## src/rtl/pgrd_pkg.sv

```systemverilog
// Shared constants, codes and types for the palettized row dot-product core.
// No dependencies; every other file in rtl/ except pgrd_ram imports this package.
`timescale 1ns / 1ps
`default_nettype none

package pgrd_pkg;

    // Default values for the top-level parameters.
    localparam int CODEBOOK_ENTRIES_DEF = 16;
    localparam int INDICES_PER_WORD_DEF = 8;
    localparam int VALUE_BITS_DEF       = 16;
    localparam int ACC_BITS_DEF         = 56;

    // Fixed field geometry.
    localparam int NIBBLE_BITS     = 4;
    localparam int PACKED_BITS     = 32;
    localparam int MAX_LANES       = 8;
    localparam int FRAC_SHIFT      = 12;
    localparam int ROW_BITS        = 16;
    localparam int CFG_DATA_BITS   = 16;
    localparam int CFG_INDEX_BITS  = 8;

    // Depth of the result queue behind the pipeline.
    localparam int RES_FIFO_DEPTH  = 8;

    // Configuration register indexes.
    localparam logic [CFG_INDEX_BITS-1:0] CFG_IDX_WORDS_PER_ROW = 8'd0;
    localparam logic [CFG_INDEX_BITS-1:0] CFG_IDX_ROW_COUNT     = 8'd1;

    // Configuration reset values.
    localparam logic [CFG_DATA_BITS-1:0] RESET_WORDS_PER_ROW = 16'd512;
    localparam logic [CFG_DATA_BITS-1:0] RESET_ROW_COUNT     = 16'd4096;

    // Input beat function codes.
    localparam logic FUNC_CB_WRITE = 1'b0;
    localparam logic FUNC_DATA     = 1'b1;

    // Status the merge stage reports to the top level for queue accounting.
    typedef struct packed {
        logic word_done;   // a data word reached the accumulator this cycle
        logic row_done;    // that word also closed the row
    } t_merge_status;

endpackage

`default_nettype wire

```

## src/rtl/pgrd_fifo.sv

```systemverilog
// Small flop-based queue holding finished row results until they are taken.
// Depends on pgrd_pkg for its default depth.
`timescale 1ns / 1ps
`default_nettype none

module pgrd_fifo
    import pgrd_pkg::*;
#(
    parameter int WIDTH = 34,
    parameter int DEPTH = RES_FIFO_DEPTH
) (
    input  wire logic             i_clk,
    input  wire logic             i_rst_n,
    input  wire logic             i_push,
    input  wire logic [WIDTH-1:0] i_data,
    input  wire logic             i_pop,
    output      logic             o_valid,
    output      logic [WIDTH-1:0] o_data
);

    localparam int PW = $clog2(DEPTH);
    localparam int CW = $clog2(DEPTH + 1);

    logic [WIDTH-1:0] r_mem [DEPTH];
    logic [PW-1:0]    r_wr_ptr;
    logic [PW-1:0]    r_rd_ptr;
    logic [CW-1:0]    r_count;
    logic             w_pop;

    assign w_pop   = i_pop && (r_count != '0);
    assign o_valid = r_count != '0;
    assign o_data  = r_mem[r_rd_ptr];

    // Storage.
    always_ff @(posedge i_clk) begin
        if (i_push) begin
            r_mem[r_wr_ptr] <= i_data;
        end
    end

    // Pointers and fill count.
    always_ff @(posedge i_clk) begin
        if (!i_rst_n) begin
            r_wr_ptr <= '0;
            r_rd_ptr <= '0;
            r_count  <= '0;
        end else begin
            if (i_push) begin
                r_wr_ptr <= (r_wr_ptr == PW'(DEPTH - 1)) ? '0 : r_wr_ptr + 1'b1;
            end
            if (w_pop) begin
                r_rd_ptr <= (r_rd_ptr == PW'(DEPTH - 1)) ? '0 : r_rd_ptr + 1'b1;
            end
            r_count <= r_count + CW'(i_push) - CW'(w_pop);
        end
    end

    // The upstream credit scheme must never push into a full queue.
    a_no_overflow: assert property (@(posedge i_clk) disable iff (!i_rst_n)
        i_push |-> (r_count < CW'(DEPTH)))
        else $error("result queue overflow");

    a_count_bound: assert property (@(posedge i_clk) disable iff (!i_rst_n)
        r_count <= CW'(DEPTH))
        else $error("result queue count out of range");

    a_count_step: assert property (@(posedge i_clk) disable iff (!i_rst_n)
        (i_push && !w_pop) |=> (r_count == $past(r_count) + 1'b1))
        else $error("result queue count did not follow a push");

endmodule

`default_nettype wire

```

## config.mk

```make
export PLATFORM = sky130hd
export DESIGN_NAME = pgrd_fifo
export DESIGN_NICKNAME = d
export VERILOG_FILES = /design/src/rtl/pgrd_pkg.sv /design/src/rtl/pgrd_fifo.sv
export SDC_FILE = /design/constraint.sdc
export NUM_CORES = 1
export LEC_CHECK = 0
export BUFFER_PORTS_ARGS = -buffer_cell sky130_fd_sc_hd__buf_2
export CAP_MARGIN = 20
export CORE_MARGIN = 2
export CORE_UTILIZATION = 54
export CTS_BUF_LIST = sky130_fd_sc_hd__clkbuf_16
export CTS_CLUSTER_DIAMETER = 200
export DETAILED_ROUTE_END_ITERATION = 10
export GPL_TIMING_DRIVEN = 0
export PLACE_DENSITY = 0.79
export SYNTH_ARGS = -nofsm -noshare
export SYNTH_HDL_FRONTEND = slang
export SYNTH_SLANG_ARGS = --single-unit
```

## constraint.sdc

```tcl
create_clock -name i_clk -period 3.4 [get_ports i_clk]
set_input_delay 0.68 -clock i_clk [delete_from_list [all_inputs] [get_ports i_clk]]
set_output_delay 0.68 -clock i_clk [all_outputs]
set_load 0.03 [all_outputs]
```

# After elaboration in Yosys (flattened, before gate mapping)
# Memory sizes are Yosys's and may differ from the RTL's. A register that Yosys moved wholly into a read port is not among the register bits.
# Cells that the tools add are included.
[word_totals] wordCells=18 input_bits=38 mem_bits_rw=272 memories=1 regBits=10 output_inout_bits=35
[op_classes] n_mux=6 add_sub_neg=4 eq_ne=2 reduce_logical=2
[mem_list] memory="r_mem" depth=8 word_bits=34 rd=1 rd_ports_with_merged_regs=1 wr=1 line="pgrd_fifo.sv:24" source="logic [WIDTH-1:0] r_mem [DEPTH];"
[op_table] cell="2-to-1 mux 3 bit" n=4
[op_table] cell="adder 3 x 1 -> 3 bit, second input constant" n=2
[op_table] cell="== test 3 bit, second input constant" n=2
[op_table] cell="adder 4 x 1 -> 4 bit" n=1
[op_table] cell="nonzero test 4 bit" n=1
[op_table] cell="subtractor 4 x 1 -> 4 bit" n=1
[op_table] cell="2-to-1 mux 1 bit" n=2
[op_table] cell="logical AND 1 bit" n=1

# Longest topological paths before layout
[logic_depth] depth_word=4 depth_mapped=9 mapped_depth_nobuf=9

# Worst setup path after synthesis
# Ideal clock, no wire load.
[synth_timing] path_type="input -> register" from="in i_push" to="mem r_mem[0][0] (enable)" path_slack_ns=-0.182 cell_stages=2 t_required_ns=2.932 arrival_time_ns=3.114 setup_ns=0.468 n_path_buf=0 cell_sequence="nand2b_1 -> nor3_1"
[synth_between] elab_chain_len=2
[synth_rtl] element="start: declaration" line="pgrd_fifo.sv:14" source="input wire logic i_push,"
[synth_rtl] element="2-to-1 mux 1 bit" line="pgrd_fifo.sv:36" source="if (i_push) begin"
[synth_rtl] element="2-to-1 mux 1 bit (not written as such)" line="pgrd_fifo.sv:37" source="r_mem[r_wr_ptr] <= i_data;"
[synth_rtl] element="end: declaration" line="pgrd_fifo.sv:24"
# Every way passes these cells.

==> flow_summary_export.csv <==
group,metric,value,unit
status,status,"finished, final reports clean",
flow_run,drv_cap,0,
sta,hold-worst-slack,0.405,ns
clocking,clockRootBuffer,"clkbuf_16",
critical_path,cp_slowest_stage_delay,0.61,ns
floorplan,rows,52,
critical_path,startpoint_type,"register",
floorplan,core,20200,µm²
layout,drive_gt1_frac,0.376,
routing,via_per_inst,5.80,
global_route,grt-ovfl-total,0,
routing,drt-met1-wl,8160,µm
critical_path,cpMostUsedCell,"clkbuf_1",
yosys,synth_flop_cell,"edfxtp_1",
floorplan,initial_utilization,0.547,
sta,skew,0.0157,ns
clocking,htreeDepth,1,
routing,drtPass1Iterations,4,
routing,dr_wl_met2,10900,µm
pwr,leakagePower,0.00430,µW
floorplan,chipWidth,147,µm
sta,finalHoldViolCount,0,
floorplan,dieHeight,147,µm
min_path,whs_path_depth,1,
place,place_hpwl,12800,µm
sta,relSlewSlack,0.342,
global_route,grt_max_degree,24,
clocking,cts_buffers,29,
critical_path,path_class,"reg2out",
sta,layout_setup_ws,0.111,ns
yosys,async_reset_ff_frac,0,
pwr,sw_frac_of_total,0.253,
clocking,hold_buffers,0,
yosys,ys_seq_area_frac,0.764,
clocking,cts_setup_buffers,0,
critical_path,end_kind,"primary output",
sta,rsz0062_at_grt,"no",
routing,drc_errors,0,
floorplan,die_area,21600,µm²
clocking,ctsResizeCount,0,
clocking,clock_sinks,285,
pwr,power_frac_clock,0.337,
place,pre_cts_ws,0.667,ns
sta,fmax,304,MHz
critical_path,worstRegToRegCells,9,
yosys,synth-edff-count,272,
clocking,clkLatencyLatePin,0.54,ns
yosys,synth_seq_cells,285,
layout,fill_cells,1351,
sta,finalSetupViolCount,0,
routing,top_layer_used,"met5",
layout,num-nets-final,628,
global_route,grt_pass1_wl,32200,µm
critical_path,path_delay_family,"buffers and inverters",
pwr,p_sw,2130,µW
clocking,clock_path_buffers,3,
sta,fin_crit,3.29,ns
pwr,combinationalPowerShare,0.187,
clocking,path_clk_slew,0.06,ns
global_route,antenna_found_initial,4,
critical_path,cp_slowest_cell,"clkbuf_1",
critical_path,cp_num_cells,5,
critical_path,crit_path_max_fanout,10,
global_route,grt_pass1_vias,5387,
floorplan,ios,73,
critical_path,path_buf_inv,3,
layout,area_growth,16.7,%
yosys,netlist_instances,468,
pwr,pwr_density_cell,652,nW/µm²
pwr,seq_power_share,0.476,
global_route,track_usage,0.201,
routing,wirelength,21100,µm
place,port_buffers,72,
critical_path,crit_arrival,2.61,ns
place,gp_congestion,0.718,
yosys,ys_warn_count,0,
clocking,cts_tree,"built",
routing,drt_iter0_drc,426,
sta,slew_violations,0,
pwr,internal_power,6270,µW
yosys,syn_area_per_cell,23.6,µm²
routing,antenna_left,0,
yosys,synth_fp_nets,515,
critical_path,crit_chain,"clkbuf_1 > clkbuf_1 > mux4_1 > mux2_4 > buf_2",
pwr,worst_ir_drop_vdd,554,µV
sta,worstMarginPinSlew,0.987,ns
routing,post_drt_wl_per_cell,24.1,µm
yosys,synth.distinct_cells,27,
routing,dr_wl_met3,1380,µm
yosys,syn-cell-area,11000,µm²
sta,min_period_over_period,0.967,
routing,route.vias.total,5076,
critical_path,required,2.72,ns
min_path,hp-class,"in2reg",
-- sequential cells by signal, indices dropped and copies added, names as in the netlist, named ones only --
register / count
r_wr_ptr: 3
r_count: 4
r_rd_ptr: 3
r_mem: 272
-- cell type report --
cell class,count,area [µm²],area share
buffer,21,148,0.0115
clock inverter,24,129,0.0100
clock buffer,29,726,0.0564
inverter,4,15.0,0.00117
antenna,2,5.00,0.000389
tap,270,338,0.0262
sequential,285,8430,0.655
multi-input combinational,158,2510,0.195
timing repair buffer,82,573,0.0445
-- Yosys cell counts (2+ instances only) --
cell / number / area share
ha_1: 8 / 0.0091
buf_12: 3 / 0.0054
mux2_4: 20 / 0.027
clkbuf_1: 9 / 0.0031
nor2_1: 8 / 0.0027
inv_1: 4 / 0.0014
nand2_1: 11 / 0.0037
buf_2: 8 / 0.0036
and2_1: 4 / 0.0023
mux4_2: 56 / 0.11
dfxtp_1: 13 / 0.024
mux2_2: 14 / 0.014
nor3_1: 2 / 0.00091
mux2i_1: 10 / 0.0091
nor2b_1: 2 / 0.0011
mux4_1: 12 / 0.029
nand2b_1: 3 / 0.0017
edfxtp_1: 272 / 0.74
-- layer usage --
metal / up-vias / GRT usage
met5: - / 0
met4: 4 / 0.0663
met3: 54 / 0.0398
met2: 187 / 0.337
met1: 2627 / 0.269
li1: 2204 / -
-- cells by family (layout without fill, tap and decap cells) --
family / count (synthesis) / in the layout / synth area share
AND/OR/NAND/NOR: 33 / 33 / 0.0145
buffers and inverters: 25 / 160 / 0.0145
other: 0 / 2 / 0
XOR/XNOR: 1 / 1 / 0.000794
AO/OA/AOI/OAI: 3 / 3 / 0.00170
adder cells (fa/ha/maj): 9 / 9 / 0.0109
flip-flops: 285 / 285 / 0.764
multiplexers: 112 / 112 / 0.194
-- power groups by stage --
stage	Combinational [µW]	Clock, µW	Sequential (µW)
after global routing	1680	3020	4000
after global placement	1520	0	4060
after CTS	1590	2890	3990
final	1570	2830	3990
after floorplan	1170	0	4060
after detailed placement	1580	0	4060
-- stage by stage --
step | TNS, ns | util | power, µW | cells | area, µm²
after detailed placement | 0 | 0.595 | 5640 | 820 | 12000
after global routing | 0 | 0.638 | 8690 | 875 | 12900
after CTS | 0 | 0.638 | 8480 | 873 | 12900
after global placement | -200.96 | 0.582 | 5580 | 810 | 11700
after floorplan | 0 | - | 5220 | 468 | 11000
final | 0 | 0.638 | 8390 | 875 | 12900
-- cell usage in the layout (no fill, tap or decap), drive strengths merged --
cell type,count
clkinv,13
or3b,1
nand2,11
or2,1
nand3b,1
nor3,2
inv,14
xor2,1
mux4,68
and2,4
mux2i,10
a21oi,1
bufinv,1
mux2,34
ha,8
o22ai,1
fa,1
nor2,8
dfxtp,13
buf,93
edfxtp,272
nand2b,3
nor2b,2
clkbuf,39
a21o,1
diode,2
-- path summary, 6_finish.rpt --
| check | from | to | slack, ns |
|---|---|---|---|
| worst max register to register | r_count[2] | r_count[2] | 1.02 |
| worst min register to register | r_rd_ptr[1] | r_rd_ptr[1] | 0.50 |
| worst max-delay path | register | o_data[15] | 0.11 |
| worst min-delay path | i_data[15] | r_mem[3][15] | 0.40 |
Power figures use the tool's default switching activity.
