===== src/rtl/pgrd_pkg.sv =====
// Shared constants, codes and types for the palettized row dot-product core.
// No dependencies; every other file in rtl/ except pgrd_ram imports this package.
`timescale 1ns / 1ps
`default_nettype none

package pgrd_pkg;

    // Default values for the top-level parameters.
    localparam int CODEBOOK_ENTRIES_DEF = 16;
    localparam int INDICES_PER_WORD_DEF = 8;
    localparam int VALUE_BITS_DEF       = 16;
    localparam int ACC_BITS_DEF         = 56;

    // Fixed field geometry.
    localparam int NIBBLE_BITS     = 4;
    localparam int PACKED_BITS     = 32;
    localparam int MAX_LANES       = 8;
    localparam int FRAC_SHIFT      = 12;
    localparam int ROW_BITS        = 16;
    localparam int CFG_DATA_BITS   = 16;
    localparam int CFG_INDEX_BITS  = 8;

    // Depth of the result queue behind the pipeline.
    localparam int RES_FIFO_DEPTH  = 8;

    // Configuration register indexes.
    localparam logic [CFG_INDEX_BITS-1:0] CFG_IDX_WORDS_PER_ROW = 8'd0;
    localparam logic [CFG_INDEX_BITS-1:0] CFG_IDX_ROW_COUNT     = 8'd1;

    // Configuration reset values.
    localparam logic [CFG_DATA_BITS-1:0] RESET_WORDS_PER_ROW = 16'd512;
    localparam logic [CFG_DATA_BITS-1:0] RESET_ROW_COUNT     = 16'd4096;

    // Input beat function codes.
    localparam logic FUNC_CB_WRITE = 1'b0;
    localparam logic FUNC_DATA     = 1'b1;

    // Status the merge stage reports to the top level for queue accounting.
    typedef struct packed {
        logic word_done;   // a data word reached the accumulator this cycle
        logic row_done;    // that word also closed the row
    } t_merge_status;

endpackage

`default_nettype wire


===== src/rtl/pgrd_ram.sv =====
// Generic single-write, single-read RAM with a registered read port.
// Depends on nothing; used for the per-lane codebook copies.
`timescale 1ns / 1ps
`default_nettype none

module pgrd_ram #(
    parameter int WIDTH = 16,
    parameter int DEPTH = 16
) (
    input  wire logic                     i_clk,
    input  wire logic                     i_wr_en,
    input  wire logic [$clog2(DEPTH)-1:0] i_wr_addr,
    input  wire logic [WIDTH-1:0]         i_wr_data,
    input  wire logic                     i_rd_en,
    input  wire logic [$clog2(DEPTH)-1:0] i_rd_addr,
    output      logic [WIDTH-1:0]         o_rd_data
);

    logic [WIDTH-1:0] r_mem [DEPTH];
    logic [WIDTH-1:0] r_rd_data;

    // Write port.
    always_ff @(posedge i_clk) begin
        if (i_wr_en) begin
            r_mem[i_wr_addr] <= i_wr_data;
        end
    end

    // Registered read port.
    always_ff @(posedge i_clk) begin
        if (i_rd_en) begin
            r_rd_data <= r_mem[i_rd_addr];
        end
    end

    assign o_rd_data = r_rd_data;

endmodule

`default_nettype wire


===== src/rtl/pgrd_lane.sv =====
// One lane: a private codebook copy, the lookup of one nibble and one multiply.
// Depends on pgrd_pkg and pgrd_ram.
`timescale 1ns / 1ps
`default_nettype none

module pgrd_lane
    import pgrd_pkg::*;
#(
    parameter int ENTRIES    = CODEBOOK_ENTRIES_DEF,
    parameter int VALUE_BITS = VALUE_BITS_DEF
) (
    input  wire logic                          i_clk,
    input  wire logic                          i_wr_en,
    input  wire logic [$clog2(ENTRIES)-1:0]    i_wr_addr,
    input  wire logic [VALUE_BITS-1:0]         i_wr_data,
    input  wire logic                          i_rd_en,
    input  wire logic [NIBBLE_BITS-1:0]        i_index,
    input  wire logic signed [VALUE_BITS-1:0]  i_act,
    output      logic signed [2*VALUE_BITS-1:0] o_prod
);

    localparam int AW = $clog2(ENTRIES);

    logic                          w_in_range;
    logic [VALUE_BITS-1:0]         w_rd_data;
    logic signed [VALUE_BITS-1:0]  w_weight;
    logic                          r_in_range;
    logic signed [VALUE_BITS-1:0]  r_act;
    logic signed [2*VALUE_BITS-1:0] r_prod;

    // Indexes past the codebook size look up zero.
    assign w_in_range = {1'b0, i_index} < (NIBBLE_BITS + 1)'(ENTRIES);

    pgrd_ram #(
        .WIDTH (VALUE_BITS),
        .DEPTH (ENTRIES)
    ) u_cb_ram (
        .i_clk     (i_clk),
        .i_wr_en   (i_wr_en),
        .i_wr_addr (i_wr_addr),
        .i_wr_data (i_wr_data),
        .i_rd_en   (i_rd_en),
        .i_rd_addr (i_index[AW-1:0]),
        .o_rd_data (w_rd_data)
    );

    // Activation and range flag travel alongside the RAM read.
    always_ff @(posedge i_clk) begin
        if (i_rd_en) begin
            r_act      <= i_act;
            r_in_range <= w_in_range;
        end
    end

    assign w_weight = r_in_range ? signed'(w_rd_data) : '0;

    // Full-precision product register.
    always_ff @(posedge i_clk) begin
        r_prod <= w_weight * r_act;
    end

    assign o_prod = r_prod;

endmodule

`default_nettype wire


===== config.mk =====
export PLATFORM = sky130hd
export DESIGN_NAME = pgrd_lane
export DESIGN_NICKNAME = d
export VERILOG_FILES = /design/src/rtl/pgrd_pkg.sv /design/src/rtl/pgrd_ram.sv /design/src/rtl/pgrd_lane.sv
export SDC_FILE = /design/constraint.sdc
export NUM_CORES = 1
export LEC_CHECK = 0
export ABC_AREA = 1
export BUFFER_PORTS_ARGS = -buffer_cell sky130_fd_sc_hd__buf_2
export CAP_MARGIN = 20
export CORE_ASPECT_RATIO = 0.5
export CORE_MARGIN = 3
export CORE_UTILIZATION = 65
export DETAILED_ROUTE_END_ITERATION = 8
export MAX_ROUTING_LAYER = met4
export PLACE_DENSITY = 0.82
export SYNTH_ARGS = -nofsm -noshare
export SYNTH_HDL_FRONTEND = slang
export SYNTH_SLANG_ARGS = --single-unit

===== constraint.sdc =====
create_clock -name i_clk -period 9.55 [get_ports i_clk]
set_clock_uncertainty 0.15 [all_clocks]
set_input_delay 0.4775 -clock i_clk [delete_from_list [all_inputs] [get_ports i_clk]]
set_output_delay 0.4775 -clock i_clk [all_outputs]
set_load 0.1 [all_outputs]

Word-level counts from Yosys, hierarchy flattened
Memory sizes are Yosys's and may differ from the RTL's. A register that Yosys moved wholly into a read port is not among the register bits.
Cells that the tools add are included.
{"block": "totals", "out_inout_bits": 32, "mem_count": 1, "elab_cells": 6, "regBits": 48, "in_bits": 43, "ram_bits": 256}
{"memory": "u_cb_ram.r_mem", "words": 16, "word_bits": 16, "read_ports": 1, "rd_clocked_by_memory_dff": 1, "wr": 1, "line_no": "pgrd_ram.sv:19", "text": "logic [WIDTH-1:0] r_mem [DEPTH];"}
{"block": "op_classes", "mux": 2, "n_mul": 1}
{"op": "16-bit by 16-bit multiplier with 32-bit output", "n": 1}
{"op": "1-bit 2-to-1 mux", "n": 2}

Logic depth before layout (Yosys ltp)
Gate-level depths: netlist (run 1).
{"block": "logic_depth", "word_depth": 2, "mapped_depth": 26, "mapped_depth_nobuf": 25}

Cells and area by module
Synthesis (run 1) repeated with hierarchy kept, for this count alone.
{"block": "unflattened", "hier_cells": 2590, "hier_area_um2": 23491.3}
{"module": "pgrd_lane", "seq_area_each_um2": 1121.1, "cells_per_inst": 1516, "area_each_um2": 11950.2, "instances": 1}
{"module": "pgrd_ram", "seq_area_each_um2": 8167.8, "cells_per_inst": 1074, "area_each_um2": 11541.1, "instances": 1}

Worst setup path before layout (run 1)
Ideal clock, no wire load.
{"block": "synth_timing", "kind": "register -> register", "startpoint": "reg u_cb_ram.r_rd_data[15], in the netlist u_cb_ram.o_rd_data[15] (read register of u_cb_ram.r_mem)", "endpoint": "reg r_prod[31], in the netlist o_prod[31]", "path_buffers": 1, "t_arrival_ns": 5.349, "setup_time_ns": 0.113, "synth_period_minus_slack_ns": 5.612, "slack_ns": 3.938, "path_stages_with_launch": 22, "t_required_ns": 9.287, "path_cell_list": "edfxtp_1 clkbuf_1 nand2_1 inv_1 fa_1 fa_1 inv_1 fa_1 fa_1 fa_1 fa_1 inv_1 ha_1 nand2_1 nor2_1 nand3_1 nor3_1 nand2_1 inv_1 nor2_1 nand2_1 nand2_1"}
{"block": "synth_between", "elab_chain_len": 1}
{"element": "start: declaration", "line_no": "pgrd_ram.sv:20", "text": "logic [WIDTH-1:0] r_rd_data;"}
{"element": "16-bit by 16-bit multiplier with 32-bit output", "line_no": "pgrd_lane.sv:59", "text": "r_prod <= w_weight * r_act;"}
{"element": "end signal: assignment", "line_no": "pgrd_lane.sv:59"}
{"element": "end: declaration", "line_no": "pgrd_lane.sv:29", "text": "logic signed [2*VALUE_BITS-1:0] r_prod;"}
Every way passes these cells.
A chain may end at the register's enable or synchronous reset.

Final worst setup path (run 1)
{"block": "layout_timing", "startpoint": "reg r_act[1]", "endpoint": "reg r_prod[23], in the netlist o_prod[23]"}
{"block": "layout_between", "elab_chain_len": 1}
{"element": "start: declaration", "line_no": "pgrd_lane.sv:28", "text": "logic signed [VALUE_BITS-1:0] r_act;"}
{"element": "start signal: assignment", "line_no": "pgrd_lane.sv:50", "text": "r_act <= i_act;"}
{"element": "16-bit by 16-bit multiplier with 32-bit output", "line_no": "pgrd_lane.sv:59"}
Every way passes these cells.

==> results of run 1 <==
worst max-delay path, stage by stage, from the launching register on:
cell and delay, ns:
edfxtp_1 0.77, nand2_1 0.21, inv_1 0.17, fa_1 0.54, fa_1 0.81, fa_1 0.51
fa_1 0.51, fa_1 0.51, inv_1 0.05, fa_1 0.47, inv_1 0.04, ha_1 0.35
nand2_1 0.13, nor2_1 0.16, inv_1 0.09, nor2_1 0.21, nand4_1 0.16, nand3b_1 0.13
xor2_1 0.15
Yosys cell counts, drive strengths merged:
master,count,area share
and2,1,0.00028
xnor2,2,0.00078
nor2,263,0.044
a21oi,22,0.0049
nand3b,5,0.0017
nand2,437,0.073
or2,3,0.00083
nor3,9,0.0020
clkbuf,81,0.013
o21bai,6,0.0020
clkinv,1,0.00017
edfxtp,288,0.38
a21o,1,0.00033
o21a,1,0.00033
inv,483,0.080
xor2,18,0.0070
o21ai,154,0.034
ha,82,0.045
buf,29,0.0083
fa,262,0.23
nand3,48,0.011
dfxtp,32,0.028
o211ai,64,0.023
nand4,11,0.0031
logic make-up after synthesis:
logic type	count (synthesis)	synth area share
buffers and inverters	594	0.102
xor gates and xnor gates	20	0.00777
adders and majority gates	344	0.278
DFF	320	0.412
and+or+nand+nor	777	0.135
AOI/OAI and AO/OA	248	0.0646
cell type report:
class / count / area [um^2]
Sequential cell: 320 / 9290
Antenna cell: 2 / 5.00
Clock buffer: 35 / 727
Multi-Input combinational cell: 1389 / 11000
Fill cell: 2331 / 9320
Timing Repair Buffer: 107 / 726
Clock inverter: 12 / 175
Inverter: 484 / 1820
Tap cell: 465 / 582
registers in the layout, summed over array words and instances (netlist names):
name                flops
r_act                  16
o_prod                 32
u_cb_ram.r_mem        256
u_cb_ram.o_rd_data     16
layer usage:
layer  up-vias  global-route usage  wire [um]
li1       7191                   -          -
met2       807               0.470      24400
met1      7678               0.415      22300
met3        88              0.0545       5210
met4         0              0.0625        922
met5         -                   -          0
stage by stage:
step,area [um^2],worst slack [ns]
after floorplan,22600,3.94
after global placement,23100,3.51
after detailed placement,23200,3.36
after CTS,24300,3.33
after global routing,24300,3.01
final,24300,3.36
how the worst min path moves through the flow:
stage | start | endpoint | cells after the start | slack, ns
final | i_wr_data[5] | u_cb_ram.r_mem[6][5]$_DFFE_PP_ | 1 | 0.11
after global placement | i_act[5] | r_act[5]$_DFFE_PP_ | 1 | 0.50
after floorplan | u_cb_ram.o_rd_data[0]$_DFFE_PP_ | o_prod[0]$_DFF_P_ | 2 | 0.38
after detailed placement | i_act[4] | r_act[4]$_DFFE_PP_ | 1 | 0.51
after global routing | i_wr_data[7] | u_cb_ram.r_mem[11][7]$_DFFE_PP_ | 1 | 0.11
after CTS | i_wr_data[5] | u_cb_ram.r_mem[9][5]$_DFFE_PP_ | 1 | 0.1
what timing repair did:
item | CTS | global route
hold endpoints to repair | 16 | 0
setup buffers | 0 | 0
hold buffers | 16 | 0
==> flow_metrics.tcl, run 1 <==
set metrics [dict create \
    clock_path_buffers 3 \
    cts.htree.levels 1 \
    num_vias 15800 \
    track_usage 0.298 \
    ys_types 31 \
    holdWs_ns 0.106 \
    final_common_cell "inv_1" \
    setup_viol 0 \
    die_w_um 269 \
    grt_pass1_vias 15500 \
    synth_seq_cells 320 \
    portBuffers 74 \
    dieHeight_um 138 \
    cts.sinks 320 \
    status "finished clean" \
    ant_nets 0 \
    holdCritPathClass "input port to flop" \
    endpoint_kind "flop" \
    hold_violations 0 \
    overflow 0 \
    cts_resized 0 \
    num_io_pins 75 \
    core_area_mm2 0.0336 \
    cts_tree "yes" \
    gp_congestion 0.952 \
    drc 0 \
    grt_max_degree 114 \
    via_per_inst 5.60 \
    crit-reg2reg-launch "r_act[1]$_DFFE_PP_" \
    syn_area_mm2 0.0226 \
    initial_core_util 0.670 \
    drt_iter0_markers 2101 \
    drive_gt1_frac 0.0686 \
    rsz0062_at_grt "false" \
    cp_data_arrival_time_ns 6.53 \
    synth_warnings 0 \
    ff2ff_setup_slack_ns 3.36 \
    hpwl_mm 36.2 \
    place_inst 2746 \
    cts_root_buf "clkbuf_16" \
    synthesis.nets 2690 \
    fin_cells 2814 \
    fin_nets 2717 \
    clk_pin_slew_ns 0.07 \
    post-route-util 0.723 \
    worst_pin_slew_ns 1.13 \
    critPathCapture "o_prod[23]$_DFF_P_" \
    cts_buffers 28 \
    rr_worst_depth 18 \
    synth_cells 2303 \
    worstSetupStartpoint "r_act[1]$_DFFE_PP_" \
    grt_pass1_wl_mm 83.5 \
    post-route-period-util 0.648 \
    first_pass_iters 8 \
    ys_seq_area_frac 0.412 \
    slew_violations 0 \
    critPathKind "flop to flop" \
    rows 47 \
    syn_to_final_growth_pct 7.82 \
    crit_path_max_fanout 16 \
    maxCapViolCount 0 \
    dieArea_mm2 0.0371 \
    crit_path_start_kind "flop" \
    setup_tns_ns 0 \
    wl_per_cell_um 18.8 \
    antenna_found_initial 2 \
    syn_area_per_cell_um2 9.79 \
    fin_crit_ns 6.19 \
    insertion_delay_ns 0.59 \
    cp.required_ns 9.90 \
    wirelength_mm 52.8 \
    final_cell_mix "inv_1, nand2_1, edfxtp_1" \
    relSlewSlack 0.247 \
    r2r_end "o_prod[23]$_DFF_P_" \
    max_freq_ghz 0.162 \
]
Power of run 1 is left out: the tool's default activity adds up to more than one toggle a clock period on the data nets, which glitch-free logic cannot reach.
==> inputs of run 2 (changes only) <==
- ABC_AREA: 1 -> 0
- CORE_UTILIZATION: 65 -> 57
- PLACE_DENSITY: 0.82 -> 0.76
- clock period: 9.55 -> 5.21 ns (I/O delays scaled with it)
==> run 2 against run 1 <==
  * The run now ends with negative setup slack left
  * Wire length shrank 3.7%
  * Global-route usage shrank 2.3 points
  * Cell count shrank 17%
  * Synthesized cell count shrank 33%
  * Synthesized area shrank 5.9%
  * Utilization shrank 1.8 points
  * Clock-buffer cell count shrank 5
  * Highest routed layer unchanged
  * First-iteration DRC count shrank 46%
  * Critical path type unchanged
  * Die area grew 7.1%
==> flow_metrics.tcl, run 2 <==
set metrics [dict create \
    dieHeight_um 142 \
    crit_path_max_fanout 9 \
    syn_to_final_growth_pct 20.5 \
    synth_edf_count 288 \
    cp_data_arrival_time_ns 6.28 \
    violations "negative setup slack" \
    clk_pin_slew_ns 0.07 \
    initial_core_util 0.585 \
    cts_tree "yes" \
    path_cells "buf_6 > and2_1 > fa_2 > inv_1 > fa_1 > fa_1 > inv_1 > fa_1 > inv_1 > fa_1 > inv_1 > fa_1 > ha_1 > inv_1 > o21bai_4 > or4_1 > o311ai_0 > nor3b_2" \
    fin_nets 2222 \
    regMostFlops "u_cb_ram.r_mem" \
    final_area_mm2 0.0256 \
    clock_path_buffers 3 \
    worst_pin_slew_ns 1.09 \
    ys_top_cells_by_count "inv_1, edfxtp_1, fa_1, nand2_1, and2_1" \
    yosysMostFrequentCell "inv_1" \
    cts_root_buf "clkbuf_16" \
    holdPathEnd "u_cb_ram.r_mem[0][14]$_DFFE_PP_" \
    ys_types 65 \
    max_stage_delay_ns 0.65 \
    insertion_delay_ns 0.60 \
    gp_congestion 0.943 \
    rsz0062_at_grt "true" \
    ant_nets 0 \
    synthesis.nets 1924 \
    crit_path_start_kind "flop" \
    post-route-util 0.705 \
    crit_slowest_cell "fa_2" \
    overflow 0 \
    wirelength_mm 50.9 \
    rr_worst_depth 18 \
    place_inst 2219 \
    met1Wirelength_mm 21.0 \
    holdCritPathClass "input port to flop" \
    grt_max_degree 39 \
    rows 49 \
    dieArea_mm2 0.0397 \
    ys_async_sr_fraction 0 \
    setup_tns_ns -10.40 \
    num-fill-cells 2353 \
    final_cell_mix "edfxtp_1, inv_1, fa_1" \
    largest_reg_flops 256 \
    drive_gt1_frac 0.282 \
    setup_viol 20 \
    maxCapViolCount 0 \
    endpoint_kind "flop" \
    via_per_inst 5.56 \
    ys_seq_area_frac 0.438 \
    max_freq_ghz 0.168 \
    critPathKind "flop to flop" \
    fin_crit_ns 5.96 \
    wl_met3_mm 3.78 \
    ff2ff_setup_slack_ns -0.75 \
    synth_cells 1537 \
    synth_area_leaders "edfxtp_1, fa_1, mux4_2, inv_1, ha_1" \
    syn_area_mm2 0.0212 \
    core_area_mm2 0.0363 \
    drt_iter0_markers 1140 \
    r2r_end "o_prod[31]$_DFF_P_" \
    synth_top_area_share 0.407 \
    cts.sinks 320 \
    cp.required_ns 5.53 \
    first_pass_iters 5 \
    num_io_pins 75 \
    final_common_cell "edfxtp_1" \
    cts.htree.levels 1 \
    hold_violations 0 \
    fin_cells 2341 \
    grt_pass1_vias 14100 \
    antenna_cells 0 \
    whs_path_depth 2 \
    die_w_um 279 \
    relSlewSlack 0.271 \
    slew_violations 0 \
    place_area_mm2 0.0236 \
    synth_warnings 0 \
    antenna_found_initial 2 \
    post-route-period-util 1.14 \
    status "finished, violations left" \
    synth_seq_cells 320 \
    highest_layer "met4" \
    portBuffers 74 \
    met2_length_mm 24.9 \
    track_usage 0.276 \
    syn_area_per_cell_um2 13.8 \
    cts_buffers 29 \
    ys.flop_type "edfxtp_1" \
    drc 0 \
    hpwl_mm 36.3 \
    synth_area_leader_cell "edfxtp_1" \
    multi_input_area_mm2 0.0111 \
    grt_pass1_wl_mm 80.2 \
    setup_ws_ns -0.746 \
    num_vias 13000 \
    wl_per_cell_um 21.7 \
    crit-reg2reg-launch "u_cb_ram.o_rd_data[15]$_DFFE_PP_" \
    regArea_mm2 0.00929 \
    hold_start "i_wr_addr[1]" \
]
==> run 2: cell types whose count changed after synthesis, moves of 40 or more <==
| cell | before | now |
|---|---|---|
| o21ai_0 | 114 | 8 |
| nor2_1 | 260 | 43 |
| inv_1 | 482 | 290 |
| nand2_1 | 437 | 125 |
| o211ai_1 | 57 | 1 |
| and2_1 | 1 | 124 |
| mux4_2 | 0 | 80 |
| nand3_1 | 48 | 8 |
==> run 2: kinds of logic (layout without fill, tap and decap cells) <==
logic type,after synthesis,count (layout),synth area share
and+or+nand+nor,349,349,0.0834
DFF,320,320,0.438
AOI/OAI and AO/OA,75,75,0.0265
buffers and inverters,341,661,0.0607
adders and majority gates,344,344,0.295
muxes,81,81,0.0853
xor gates and xnor gates,27,27,0.0111
==> run 2: worst max-delay path, delay by kind of cell, from the launching register on <==
family / cells / cell delay, ns
buffers and inverters: 6 / 0.62
DFF: 1 / 0.53
and+or+nand+nor: 3 / 0.80
adders and majority gates: 7 / 3.49
AOI/OAI and AO/OA: 2 / 0.24
==> run 2: stage by stage <==
step / hold WS (ns) / setup WS (ns)
2_1_floorplan: 0.209 / -0.481
3_3_place_gp: 0.287 / -0.720
3_5_place_dp: 0.290 / -0.810
4_1_cts: 0.0492 / -0.741
5_1_grt: 0.0673 / -0.894
6_report: 0.0710 / -0.746
==> run 2: worst max-delay path by stage <==
stage | start | slack (ns) | cells past startpoint | end
global route | u_cb_ram.o_rd_data[15]$_DFFE_PP_ | -0.89 | 18 | o_prod[31]$_DFF_P_
finish | u_cb_ram.o_rd_data[15]$_DFFE_PP_ | -0.75 | 18 | o_prod[31]$_DFF_P_
global placement | r_act[4]$_DFFE_PP_ | -0.72 | 20 | o_prod[28]$_DFF_P_
detailed placement | r_act[4]$_DFFE_PP_ | -0.81 | 20 | o_prod[28]$_DFF_P_
CTS | r_act[4]$_DFFE_PP_ | -0.74 | 19 | o_prod[28]$_DFF_P_
floorplan | r_act[4]$_DFFE_PP_ | -0.48 | 20 | o_prod[28]$_DFF_P_
==> run 2: area by class of cell <==
class,count,area share
multi-input cells,876,0.436
flip-flops and latches,320,0.363
repair buffers,318,0.0955
inverters,290,0.0426
clock buffers,30,0.0285
well taps,484,0.0237
clock inverters,23,0.0111
==> run 2: routing by layer <==
metal	vias to the layer above	global-route usage
met1	6766	0.366
met5	-	-
met2	484	0.451
met4	0	0.0621
met3	78	0.0547
li1	5697	-
==> run 2: repair_timing <==
action / CTS / global route
gates resized for setup: 44 / 53
hold buffers: 32 / 0
cloned: 0 / 1
pin swaps: 22 / 31
hold endpoints to repair: 272 / 0
setup endpoints to repair: 21 / 21
buffers inserted: 19 / 20
Power of run 2 is left out for the same reason.
