`src/rtl/pgrd_pkg.sv`:
```
// Shared constants, codes and types for the palettized row dot-product core.
// No dependencies; every other file in rtl/ except pgrd_ram imports this package.
`timescale 1ns / 1ps
`default_nettype none

package pgrd_pkg;

    // Default values for the top-level parameters.
    localparam int CODEBOOK_ENTRIES_DEF = 16;
    localparam int INDICES_PER_WORD_DEF = 8;
    localparam int VALUE_BITS_DEF       = 16;
    localparam int ACC_BITS_DEF         = 56;

    // Fixed field geometry.
    localparam int NIBBLE_BITS     = 4;
    localparam int PACKED_BITS     = 32;
    localparam int MAX_LANES       = 8;
    localparam int FRAC_SHIFT      = 12;
    localparam int ROW_BITS        = 16;
    localparam int CFG_DATA_BITS   = 16;
    localparam int CFG_INDEX_BITS  = 8;

    // Depth of the result queue behind the pipeline.
    localparam int RES_FIFO_DEPTH  = 8;

    // Configuration register indexes.
    localparam logic [CFG_INDEX_BITS-1:0] CFG_IDX_WORDS_PER_ROW = 8'd0;
    localparam logic [CFG_INDEX_BITS-1:0] CFG_IDX_ROW_COUNT     = 8'd1;

    // Configuration reset values.
    localparam logic [CFG_DATA_BITS-1:0] RESET_WORDS_PER_ROW = 16'd512;
    localparam logic [CFG_DATA_BITS-1:0] RESET_ROW_COUNT     = 16'd4096;

    // Input beat function codes.
    localparam logic FUNC_CB_WRITE = 1'b0;
    localparam logic FUNC_DATA     = 1'b1;

    // Status the merge stage reports to the top level for queue accounting.
    typedef struct packed {
        logic word_done;   // a data word reached the accumulator this cycle
        logic row_done;    // that word also closed the row
    } t_merge_status;

endpackage

`default_nettype wire

```
`src/rtl/pgrd_merge.sv`:
```
// Merge stage: adds the lane products, accumulates the row, counts words and
// rows, and shifts and saturates the finished row. Depends on pgrd_pkg.
`timescale 1ns / 1ps
`default_nettype none

module pgrd_merge
    import pgrd_pkg::*;
#(
    parameter int LANES      = INDICES_PER_WORD_DEF,
    parameter int VALUE_BITS = VALUE_BITS_DEF,
    parameter int ACC_BITS   = ACC_BITS_DEF
) (
    input  wire logic                           i_clk,
    input  wire logic                           i_rst_n,
    input  wire logic                           i_prod_valid,
    input  wire logic signed [2*VALUE_BITS-1:0] i_prod [LANES],
    input  wire logic [CFG_DATA_BITS-1:0]       i_words_per_row,
    input  wire logic [CFG_DATA_BITS-1:0]       i_row_count,
    output      t_merge_status                  o_status,
    output      logic                           o_res_valid,
    output      logic [VALUE_BITS-1:0]          o_dot_result,
    output      logic [ROW_BITS-1:0]            o_row_number,
    output      logic                           o_last_row,
    output      logic                           o_saturated
);

    localparam int PB       = 2 * VALUE_BITS;
    localparam int WIDE     = (PB + 3 > ACC_BITS) ? PB + 3 : ACC_BITS;
    localparam int PAIRS    = (LANES + 1) / 2;
    localparam int SHB      = ACC_BITS - FRAC_SHIFT;
    localparam int CMP_BITS = ((SHB > VALUE_BITS) ? SHB : VALUE_BITS) + 1;
    localparam logic signed [CMP_BITS-1:0] SAT_MAX =
        CMP_BITS'((64'sd1 <<< (VALUE_BITS - 1)) - 64'sd1);
    localparam logic signed [CMP_BITS-1:0] SAT_MIN = ~SAT_MAX;

    logic signed [WIDE-1:0]     w_pair [PAIRS];
    logic signed [WIDE-1:0]     r_pair [PAIRS];
    logic                       r_pair_valid;
    logic signed [WIDE-1:0]     w_wsum;
    logic signed [ACC_BITS-1:0] r_wsum;
    logic                       r_wsum_valid;

    logic signed [ACC_BITS-1:0] r_acc;
    logic [CFG_DATA_BITS-1:0]   r_wc;
    logic [ROW_BITS-1:0]        r_row;
    logic signed [ACC_BITS-1:0] w_acc_new;
    logic [CFG_DATA_BITS-1:0]   w_wc_inc;
    logic                       w_end;
    logic                       w_last;

    logic                       r_fin_valid;
    logic signed [ACC_BITS-1:0] r_fin_acc;
    logic [ROW_BITS-1:0]        r_fin_row;
    logic                       r_fin_last;
    logic signed [ACC_BITS-1:0] w_shifted;
    logic signed [CMP_BITS-1:0] w_x;

    // First adder level: lane products in pairs.
    for (genvar p = 0; p < PAIRS; p++) begin : g_pair
        if (2 * p + 1 < LANES) begin : g_two
            assign w_pair[p] = WIDE'(i_prod[2*p]) + WIDE'(i_prod[2*p+1]);
        end else begin : g_one
            assign w_pair[p] = WIDE'(i_prod[2*p]);
        end
    end

    always_ff @(posedge i_clk) begin
        r_pair <= w_pair;
    end

    // Second adder level: sum of the pair results.
    always_comb begin
        w_wsum = '0;
        for (int p = 0; p < PAIRS; p++) begin
            w_wsum = w_wsum + r_pair[p];
        end
    end

    always_ff @(posedge i_clk) begin
        r_wsum <= w_wsum[ACC_BITS-1:0];
    end

    // Stage valids.
    always_ff @(posedge i_clk) begin
        if (!i_rst_n) begin
            r_pair_valid <= 1'b0;
            r_wsum_valid <= 1'b0;
            r_fin_valid  <= 1'b0;
        end else begin
            r_pair_valid <= i_prod_valid;
            r_wsum_valid <= r_pair_valid;
            r_fin_valid  <= r_wsum_valid && w_end;
        end
    end

    // Row accumulation and word / row counting.
    assign w_acc_new = r_acc + r_wsum;
    assign w_wc_inc  = r_wc + 1'b1;
    assign w_end     = w_wc_inc >= i_words_per_row;
    assign w_last    = ({1'b0, r_row} + 1'b1) >= {1'b0, i_row_count};

    always_ff @(posedge i_clk) begin
        if (!i_rst_n) begin
            r_acc <= '0;
            r_wc  <= '0;
            r_row <= '0;
        end else if (r_wsum_valid) begin
            if (w_end) begin
                r_acc <= '0;
                r_wc  <= '0;
                r_row <= w_last ? '0 : r_row + 1'b1;
            end else begin
                r_acc <= w_acc_new;
                r_wc  <= w_wc_inc;
            end
        end
    end

    // Finished row waits one stage before rounding and clipping.
    always_ff @(posedge i_clk) begin
        if (r_wsum_valid && w_end) begin
            r_fin_acc  <= w_acc_new;
            r_fin_row  <= r_row;
            r_fin_last <= w_last;
        end
    end

    // Arithmetic shift down to Q4.12, then clip to the value range.
    assign w_shifted = r_fin_acc >>> FRAC_SHIFT;
    assign w_x       = w_shifted[CMP_BITS-1:0];

    always_comb begin
        if (w_x > SAT_MAX) begin
            o_dot_result = SAT_MAX[VALUE_BITS-1:0];
            o_saturated  = 1'b1;
        end else if (w_x < SAT_MIN) begin
            o_dot_result = SAT_MIN[VALUE_BITS-1:0];
            o_saturated  = 1'b1;
        end else begin
            o_dot_result = w_x[VALUE_BITS-1:0];
            o_saturated  = 1'b0;
        end
    end

    assign o_res_valid        = r_fin_valid;
    assign o_row_number       = r_fin_row;
    assign o_last_row         = r_fin_last;
    assign o_status.word_done = r_wsum_valid;
    assign o_status.row_done  = r_wsum_valid && w_end;

endmodule

`default_nettype wire

```
`config.mk`:
```
export PLATFORM = sky130hd
export DESIGN_NAME = pgrd_merge
export DESIGN_NICKNAME = d
export VERILOG_FILES = /design/src/rtl/pgrd_pkg.sv /design/src/rtl/pgrd_merge.sv
export SDC_FILE = /design/constraint.sdc
export NUM_CORES = 1
export LEC_CHECK = 0
export ABC_AREA = 1
export BUFFER_PORTS_ARGS = -buffer_cell sky130_fd_sc_hd__buf_2
export CAP_MARGIN = 20
export CELL_PAD_IN_SITES_DETAIL_PLACEMENT = 2
export CELL_PAD_IN_SITES_GLOBAL_PLACEMENT = 2
export CORE_AREA = 2 2 288 290
export CTS_CLUSTER_SIZE = 30
export DETAILED_ROUTE_END_ITERATION = 10
export DIE_AREA = 0 0 290 292
export PLACE_DENSITY_LB_ADDON = 0.1
export SETUP_SLACK_MARGIN = 0.15
export SYNTH_ARGS = -nofsm -noshare
export SYNTH_HDL_FRONTEND = slang
export SYNTH_SLANG_ARGS = --single-unit
export TNS_END_PERCENT = 5
```
`constraint.sdc`:
```
create_clock -name i_clk -period 7.3 [get_ports i_clk]
set_input_delay 1.46 -clock i_clk [delete_from_list [all_inputs] [get_ports i_clk]]
set_output_delay 1.46 -clock i_clk [all_outputs]
set_load 0.1 [all_outputs]
```
# ---- Word level (Yosys, flattened, before mapping)
# Cells that the tools add are included.
dict set report word_totals {
  regBits 332
  out_inout_bits 37
  ramBits 0
  mem_bits_ro 0
  inputBits 291
  latchBits 0
  mem_count 0
}
dict set report classes {
  shifts 0
  n_mux 7
  reduce_logical 2
  order_cmp 4
  eq_ne 0
  n_addsub 11
  multipliers 0
  div 0
  n_bitwise 0
}
# cell n
set ops {}
lappend ops {{$add 32x32->33} 4}
lappend ops {{$mux 16} 4}
lappend ops {{$add 56x36->56} 1}
lappend ops {{$mux 56} 1}
lappend ops {{$gt 44x16->1 const B} 1}
lappend ops {{$lt 44x16->1 const B} 1}
lappend ops {{$add 35x33->36} 1}
lappend ops {{$add 34x33->35} 1}
lappend ops {{$add 33x33->34} 1}
lappend ops {{$add 16x1->16 const B} 2}
lappend ops {{$add 16x1->17 const B} 1}
lappend ops {{$ge 17x16->1} 1}
lappend ops {{$ge 16x16->1} 1}
lappend ops {{$mux 1} 2}
lappend ops {{$reduce_and 2->1} 1}
lappend ops {{$logic_and 1x1->1} 1}

# ---- Longest topological paths before layout
# Gate-level depths: netlist (run 1).
dict set report logic_depth {
  ltp_word 3
  ltp_mapped 21
  mapped_depth_nobuf 20
}

# ---- Worst setup path after synthesis (run 1)
# No wires, ideal clock.
dict set report synth_path {
  path_kind {input to output}
  startpoint {in i_words_per_row[15]}
  endpoint {out o_status[0] in the netlist's numbering}
  required_ps 5840
  stages 9
  slack_ps 725
  arrival_ps 5115
  path_buffers 1
  cell_sequence {inv_1 > ha_1 > nand2_1 > nor4_2 > nand2_1 > nand3_1 > nand2_1 > inv_2 > clkbuf_1}
}
# item line_no
set synth_lines {}
lappend synth_lines {{from (decl)} pgrd_merge.sv:17} ;# input wire logic [CFG_DATA_BITS-1:0] i_words_per_row,
lappend synth_lines {{to (decl)} pgrd_merge.sv:19} ;# output t_merge_status o_status,

==> results.json, run 1 <==
{
  "wl_per_cell_um": 19.4,
  "hold_viol": 0,
  "place_congestion": 0.864,
  "multi_input_area_sq_um": 16700,
  "min_period_ps": 5740,
  "nFillCells": 10000,
  "p_leak_nw": 16.2,
  "final_area_sq_um": 31100,
  "cts_htree_levels": 2,
  "finalCritPeriodShare": 0.786,
  "fin_cells": 5384,
  "antenna_found_initial": 0,
  "holdBufCountCts": 0,
  "yosysSeqAreaShare": 0.262,
  "track_usage": 0.246,
  "synth_top_flop_cell": "dfxtp_1",
  "fin_tns_setup_ps": 0,
  "yosysMostFrequentCell": "nand2_1",
  "drt_iter0_markers": 871,
  "nets": 4896,
  "syn_area_sq_um": 26800,
  "worstHoldPathType": "reg2reg",
  "synthTopCellsByCount": "1,022 x nand2_1, 752 x inv_1, 348 x nor2_1, 292 x a21oi_1, 259 x dfxtp_1",
  "final_max_slew_viol_count": 0,
  "area_delta_synth_final_pct": 16.3,
  "synth_cell_types": 46,
  "vdd.ir_drop.worst_mv": 0.170,
  "fp.dieW_um": 290,
  "clk_pin_slew_ps": 60,
  "p_per_area_nw_per_um2": 360,
  "grt_pass1_vias": 29200,
  "setup_slack_ps": 1560,
  "setup_violations": 0,
  "insertion_delay_ps": 610,
  "cts_resized": 0,
  "dieArea_sq_um": 84700,
  "synth_enable_flop_cells": 61,
  "yosysTopAreaCell": "dfxtp_1",
  "cp-end-kind": "output pin",
  "finalClockSkew_ps": 53.2,
  "netlist.area_leader.share": 0.194,
  "critPathMaxFanout": 51,
  "dp_hpwl_um": 88500,
  "post-cts-setup-buffers": 0,
  "grt_pass1_wl_um": 163000,
  "status": "finished, final reports clean",
  "io_buffers": 327,
  "dp_slack_ps": 2140,
  "syn_inst": 3937,
  "maxSlewHeadroom": 0.321,
  "fin_util": 0.382,
  "first_pass_iters": 5,
  "syn_avg_cell_area_sq_um": 6.80,
  "dpl_cell_area_sq_um": 29600,
  "cts_made_buffers": 42,
  "synth_area_leaders": "dfxtp_1 19%, nand2_1 14%, ha_1 12%, inv_1 11%, edfxtp_1 6.8%",
  "start_util": 0.328,
  "viasPerCell": 4.90,
  "grt_max_degree": 74,
  "total_power_mw": 11.2,
  "overflow": 0,
  "ys_warn_count": 0,
  "insertedDiodeCount": 0,
  "startpoint_type": "flip-flop",
  "holdWs_ps": 458,
  "cts_sinks": 320,
  "ctsLongestPathBuffers": 3,
  "arrival_ps": 4280,
  "die_h_um": 292,
  "layout-drive-gt1-share": 0.110,
  "root_buffer": "clkbuf_16",
  "synthesis.nets": 4552,
  "register_area_sq_um": 7020,
  "via_count": 26400,
  "drt-total-wl_um": 104000,
  "async_flop_share": 0,
  "rsz0062_at_grt": "no",
  "fmax_ghz": 0.174,
  "yosys_register_bits": 320,
  "drt.antenna.violating_nets": 0,
  "maxCapViolCount": 0,
  "rows": 105,
  "cp.required_ps": 5840,
  "cts_tree": "done",
  "coreArea_sq_um": 81600,
  "worstMarginPinSlew_ps": 1010,
  "dp_cells": 5307,
  "pin_count": 328,
  "drcViolationCount": 0,
  "critPathKind": "reg2out"
}
==> critical path, stage by stage, from the launching register on <==
cell      delay [ps]
dfxtp_1          410
ha_1             230
nand3_1          130
nor2_1           200
nand3_1          120
nor2_1           160
nand3_1          110
xor2_1           150
inv_1             80
ha_1             280
nand2_1          110
nor4_2           330
nand2_1          110
nand3_1           90
nand2_1           80
clkinv_2         500
buf_2            550
==> path summary, 6_finish.rpt <==
kind	to	slack (ps)	cells past startpoint	from
worst max register to register	r_fin_acc[36]	3030	16	r_wc[0]
worst min register to register	r_wsum_valid	460	2	r_pair_valid
worst max-delay path	o_status[0]	1560	16	r_wc[0]
worst min-delay path	r_wsum_valid	460	2	r_pair_valid
==> registers in the layout, indices dropped and copies added, names as in the netlist <==
name and cells:
r_acc 56, r_pair_valid 1, o_last_row 1, r_row 16, o_row_number 16, r_pair 132
o_res_valid 1, r_wc 16, r_wsum_valid 1, r_fin_acc 44, r_wsum 36
==> layout by cell type, fill, tap and decap left out, types with 17 or more instances in the layout <==
master,n
a21o_1,44
o21ai_0,103
nand3_1,199
nand2_1,1022
nor2_1,348
buf_2,327
xor2_1,131
dfxtp_1,259
fa_1,72
nor4_1,17
ha_1,252
a22oi_1,27
edfxtp_1,61
and2_1,26
o21a_1,23
o21bai_1,18
clkbuf_16,43
nor3_1,28
xnor2_1,35
a21oi_1,292
nand4_1,35
inv_1,752
a31oi_1,19
==> where the power goes <==
part	switching [mW]	internal, mW
sequential	0.164	2.22
clock	0.899	1.34
combinational	4.39	2.19
==> cells by family (layout without fill, tap and decap cells) <==
family          after synthesis  in the layout  synth area share
xor+xnor                    172            172            0.0579
flops                       320            320             0.262
fa+ha+maj                   324            324             0.172
simple gates               1734           1734             0.270
compound gates              584            584             0.125
buf+inv                     803           1180             0.114
==> layout make-up <==
class                           instances  share of cell area
Multi-Input combinational cell       2814               0.537
Clock inverter                         23             0.00969
Timing Repair Buffer                  332              0.0538
Inverter                              771              0.0931
Clock buffer                           54              0.0381
Sequential cell                       320               0.225
Tap cell                             1070              0.0430
==> per-layer routing <==
metal  vias to the layer above  wire [um]  track usage
met5                         -          0            0
met1                     12800      44800        0.291
met2                       327      52900        0.458
met4                         0       4080       0.0908
li1                      13200          -            -
met3                       125       2480       0.0224
No activity file was read; power rests on OpenSTA's default activity.
==> run 2, diff against run 1 <==
--- a/config.mk
+++ b/config.mk
@@ -10,10 +10,10 @@
 export CAP_MARGIN = 20
 export CELL_PAD_IN_SITES_DETAIL_PLACEMENT = 2
 export CELL_PAD_IN_SITES_GLOBAL_PLACEMENT = 2
-export CORE_AREA = 2 2 288 290
+export CORE_AREA = 2 2 302 304
 export CTS_CLUSTER_SIZE = 30
 export DETAILED_ROUTE_END_ITERATION = 10
-export DIE_AREA = 0 0 290 292
+export DIE_AREA = 0 0 304 306
 export PLACE_DENSITY_LB_ADDON = 0.1
 export SETUP_SLACK_MARGIN = 0.15
 export SYNTH_ARGS = -nofsm -noshare
==> constraint.sdc (replaced) <==
create_clock -name i_clk -period 5 [get_ports i_clk]
set_input_delay 1 -clock i_clk [delete_from_list [all_inputs] [get_ports i_clk]]
set_output_delay 1 -clock i_clk [all_outputs]
set_load 0.1 [all_outputs]
==> run 2 against run 1 <==
  * Critical path depth did not move
  * Largest cell class unchanged
  * Sequential power grew 46%
  * Utilization down 3.2 points
  * Clock-buffer cell count shrank 2
==> results.json, run 2 (synthesis results as in run 1) <==
{
  "status": "finished, final reports clean",
  "critPathMaxFanout": 5,
  "reg_top3": "r_pair: 132 flops, r_acc: 56 flops, r_fin_acc: 44 flops",
  "min_period_ps": 4440,
  "power_frac_seq": 0.214,
  "grt_max_degree": 72,
  "critPathTopFamily": "simple AND/OR/NAND/NOR gates",
  "maxCapViolCount": 0,
  "overflow": 0,
  "coreArea_sq_um": 89600,
  "dp_cells": 5418,
  "fp.dieW_um": 304,
  "cts_htree_levels": 2,
  "rsz0062_at_grt": "no",
  "dieArea_sq_um": 93000,
  "start_util": 0.299,
  "pwr-share-clk": 0.198,
  "finalCritPeriodShare": 0.888,
  "fmax_ghz": 0.225,
  "cp_slowest_cell": "dfxtp_1",
  "insertion_delay_ps": 600,
  "finalClockSkew_ps": 50.4,
  "path_common_cell": "nand3_1",
  "multi_input_area_sq_um": 16700,
  "layout-drive-gt1-share": 0.111,
  "maxSlewHeadroom": 0.333,
  "grt_pass1_wl_um": 164000,
  "drt-total-wl_um": 106000,
  "fin_tns_setup_ps": 0,
  "path_cells": "ha_1 > nand3_1 > nor2_1 > nand3_1 > nor2_1 > nand3_1 > xor2_1 > inv_1 > ha_1 > nand2_1 > nor4_2 > nand2_1 > nand3_1 > nand2_1 > clkinv_2 > buf_6",
  "startpoint_type": "flip-flop",
  "nFillCells": 10900,
  "p_comb_frac": 0.588,
  "crit_path_start": "r_wc[0]",
  "critical_path_depth": 16,
  "reg2reg_depth": 17,
  "worstHoldPathCells": 2,
  "grt_pass1_vias": 28900,
  "critical-path-max-stage-delay_ps": 410,
  "critPathKind": "reg2out",
  "dp_hpwl_um": 91200,
  "track_usage": 0.227,
  "antenna_found_initial": 1,
  "arrival_ps": 3440,
  "min_from": "r_pair_valid",
  "p_sw_mw": 7.94,
  "pin_count": 328,
  "top_register": "r_pair",
  "nets": 4900,
  "dp_slack_ps": 829,
  "dpl_cell_area_sq_um": 29800,
  "final_area_sq_um": 31300,
  "first_pass_iters": 4,
  "holdWs_ps": 419,
  "setup_violations": 0,
  "root_buffer": "clkbuf_16",
  "reg2reg_from": "r_wc[0]",
  "critPathBufInv": 3,
  "hold_viol": 0,
  "total_power_mw": 16.3,
  "io_buffers": 327,
  "viasPerCell": 4.78,
  "drcViolationCount": 0,
  "clk_pin_slew_ps": 60,
  "rows": 110,
  "cp-end-kind": "output pin",
  "drt.antenna.violating_nets": 0,
  "p_leak_nw": 16.2,
  "switching_share": 0.486,
  "area_delta_synth_final_pct": 16.9,
  "vdd.ir_drop.worst_mv": 0.255,
  "holdBufCountCts": 0,
  "final_cell_mix": "1,022 x nand2_1, 752 x inv_1, 348 x nor2_1, 326 x buf_2, 292 x a21oi_1",
  "ctsLongestPathBuffers": 3,
  "via_count": 26300,
  "setup_slack_ps": 558,
  "p_per_area_nw_per_um2": 522,
  "fin_cells": 5491,
  "worstHoldPathType": "reg2reg",
  "largest_register_ffs": 132,
  "drt_iter0_markers": 748,
  "p_int_mw": 8.40,
  "final_max_slew_viol_count": 0,
  "worstMarginPinSlew_ps": 995,
  "fin_util": 0.349,
  "wl_per_cell_um": 19.3,
  "cts_sinks": 320,
  "die_h_um": 306,
  "place_congestion": 0.871,
  "mostFrequentLayoutCell": "nand2_1",
  "cts_made_buffers": 41,
  "cts_tree": "done",
  "register_area_sq_um": 7020,
  "cp.required_ps": 4000
}
## run 2: what timing repair did
action                                  CTS  global route
endpoints found under the setup margin    0             1
setup buffers                             0             0
gates resized for setup                   0             3
## run 2: path summary, 6_finish.rpt
kind / slack [ps] / to
worst max-delay path: 560 / o_status[0]
worst min-delay path: 420 / r_wsum_valid
worst max register to register: 880 / r_fin_acc[30]
worst min register to register: 420 / r_wsum_valid
## run 2: per-layer routing
metal | wire length, um | GRT usage | vias up
li1 | - | - | 13100
met2 | 53900 | 0.425 | 304
met4 | 3900 | 0.0797 | 0
met3 | 2160 | 0.0200 | 119
met1 | 45800 | 0.268 | 12700
met5 | 0 | 0 | -
## run 2: power groups by stage
| stage | clock network (mW) | registers [mW] | logic (mW) |
|---|---|---|---|
| 2_1_floorplan | 0 | 3.42 | 6.49 |
| 3_3_place_gp | 0 | 3.54 | 9.40 |
| 3_5_place_dp | 0 | 3.55 | 9.62 |
| 4_1_cts | 3.35 | 3.50 | 9.75 |
| 5_1_grt | 3.44 | 3.54 | 10.9 |
| 6_report | 3.24 | 3.50 | 9.60 |
## run 2: worst min-delay path, cell delays in order (launching register included)
cell and delay, ps:
dfxtp_1 310, nand2_1 50, inv_1 40
## run 2: cell type report
class,count,share of cell area
Multi-Input combinational cell,2814,0.534
Sequential cell,320,0.224
Inverter,771,0.0926
Timing Repair Buffer,337,0.0553
Tap cell,1176,0.0470
Clock buffer,52,0.0374
Clock inverter,20,0.00935
Antenna cell,1,0.0000800
==> run 3, diff against run 2 <==
--- a/config.mk
+++ b/config.mk
@@ -14,6 +14,7 @@
 export CTS_CLUSTER_SIZE = 30
 export DETAILED_ROUTE_END_ITERATION = 10
 export DIE_AREA = 0 0 304 306
+export MAX_ROUTING_LAYER = met4
 export PLACE_DENSITY_LB_ADDON = 0.1
 export SETUP_SLACK_MARGIN = 0.15
 export SYNTH_ARGS = -nofsm -noshare
==> run 3 against run 2 <==
  * Final cell count about the same
  * Combinational power down 1%
  * Critical path depth unchanged
  * Register-to-register slack better by 250 ps
==> results.json, run 3 (synthesis results as in run 1) <==
{
  "arrival_ps": 3460,
  "antenna_found_initial": 1,
  "start_util": 0.299,
  "pin_count": 328,
  "drt_iter0_markers": 828,
  "cp.required_ps": 4000,
  "cp_slowest_cell": "dfxtp_1",
  "finalCritPeriodShare": 0.893,
  "finalClockSkew_ps": 25.3,
  "root_buffer": "clkbuf_16",
  "cts_sinks": 320,
  "min_from": "r_pair_valid",
  "maxSlewHeadroom": 0.298,
  "fin_util": 0.348,
  "largest_register_ffs": 132,
  "layout-drive-gt1-share": 0.111,
  "min_period_ps": 4460,
  "dieArea_sq_um": 93000,
  "p_per_area_nw_per_um2": 511,
  "drt.antenna.violating_nets": 0,
  "holdBufCountCts": 0,
  "overflow": 0,
  "io_buffers": 327,
  "hold_viol": 0,
  "fmax_ghz": 0.224,
  "nets": 4901,
  "insertedDiodeCount": 0,
  "critPathBufInv": 3,
  "first_pass_iters": 6,
  "worstHoldPathType": "reg2reg",
  "rows": 110,
  "grt_pass1_wl_um": 163000,
  "path_common_cell": "nand3_1",
  "via_count": 26100,
  "nFillCells": 11000,
  "die_h_um": 306,
  "track_usage": 0.229,
  "cts_made_buffers": 42,
  "place_congestion": 0.890,
  "critPathKind": "reg2out",
  "grt_pass1_vias": 28800,
  "cts_tree": "done",
  "worstMarginPinSlew_ps": 1040,
  "insertion_delay_ps": 580,
  "vdd.ir_drop.worst_mv": 0.257,
  "rsz0062_at_grt": "no",
  "fin_tns_setup_ps": 0,
  "drcViolationCount": 0,
  "critical_path_depth": 16,
  "drt-total-wl_um": 104000,
  "setup_violations": 0,
  "reg_top3": "r_pair: 132 flops, r_acc: 56 flops, r_fin_acc: 44 flops",
  "maxCapViolCount": 0,
  "status": "finished, final reports clean",
  "critPathMaxFanout": 5,
  "critPathTopFamily": "simple AND/OR/NAND/NOR gates",
  "mostFrequentLayoutCell": "nand2_1",
  "p_leak_nw": 16.1,
  "cp-end-kind": "output pin",
  "r2r-end": "r_wsum[33]",
  "dp_hpwl_um": 90400,
  "area_delta_synth_final_pct": 16.3,
  "fp.dieW_um": 304,
  "viasPerCell": 4.76,
  "path_cells": "ha_1 > nand3_1 > nor2_1 > nand3_1 > nor2_1 > nand3_1 > xor2_1 > inv_1 > ha_1 > nand2_1 > nor4_2 > nand2_1 > nand3_1 > nand2_1 > clkinv_2 > buf_4",
  "grt_max_degree": 50,
  "clk_pin_slew_ps": 60,
  "final_cell_mix": "1,022 x nand2_1, 752 x inv_1, 348 x nor2_1, 326 x buf_2, 292 x a21oi_1",
  "cts_htree_levels": 2,
  "reg2reg_depth": 15,
  "r2r_slack_ps": 1130,
  "reg2reg_from": "r_pair[1]",
  "top_register": "r_pair",
  "coreArea_sq_um": 89600,
  "cp-endpoint": "o_status[0]",
  "final_max_slew_viol_count": 0,
  "crit_path_start": "r_wc[0]",
  "wl_per_cell_um": 18.9,
  "ctsLongestPathBuffers": 3,
  "total_power_mw": 15.9,
  "startpoint_type": "flip-flop",
  "critical-path-max-stage-delay_ps": 400
}
==> run 3: changes by cell type in the layout (fill, tap and decap cells not counted), sizes merged <==
cell      change
clkinvlp      +1
inv           +2
clkbuf        +1
diode         -1
clkinv        +3
bufinv        -5
==> run 3: metrics by stage <==
stage	area [sq um]	worst slack (ps)	hold slack [ps]	std cells
floorplan	26800	480	390	3937
global placement	29800	1050	396	5417
detailed placement	29800	984	406	5417
CTS	31100	318	420	5491
global route	31100	153	443	5492
finish	31100	537	414	5492
==> run 3: final cells by class <==
cell class | count | area [sq um] | area share
multi-input combinational | 2814 | 16700 | 0.537
sequential | 320 | 7020 | 0.225
inverter | 771 | 2900 | 0.0930
timing repair buffer | 337 | 1710 | 0.0550
tap | 1176 | 1470 | 0.0472
clock buffer | 53 | 1150 | 0.0371
clock inverter | 21 | 175 | 0.00562
==> run 3: report_power, final <==
part	leakage [nW]	switching, mW	total, mW	internal (mW)
clock network	0.646	1.24	2.94	1.70
registers	2.67	0.258	3.50	3.24
logic	12.8	6.31	9.48	3.18
==> run 3: timing repair <==
action                     in CTS  in global routing
setup endpoints to repair       0                  1
resized for setup               0                  2
buffers inserted                0                  0
==> run 3: metal layers <==
metal | routed length (um) | GRT usage
met1 | 45800 | 0.270
met2 | 54000 | 0.426
met3 | 1940 | 0.0167
met4 | 2120 | 0.0486
met5 | 0 | -
==> run 3: worst min-delay path by stage <==
stage / endpoint / slack [ps] / cells past startpoint
2_1_floorplan: r_wsum_valid / 390 / 2
3_3_place_gp: r_wsum_valid / 400 / 2
3_5_place_dp: r_wsum_valid / 410 / 2
4_1_cts: r_wsum_valid / 420 / 2
5_1_grt: r_wsum_valid / 440 / 2
6_report: r_wsum_valid / 410 / 2
==> run 3: tightest hold or removal path: stages (launching register included) <==
cell and delay (ps):
dfxtp_1 310, nand2_1 50, inv_1 40
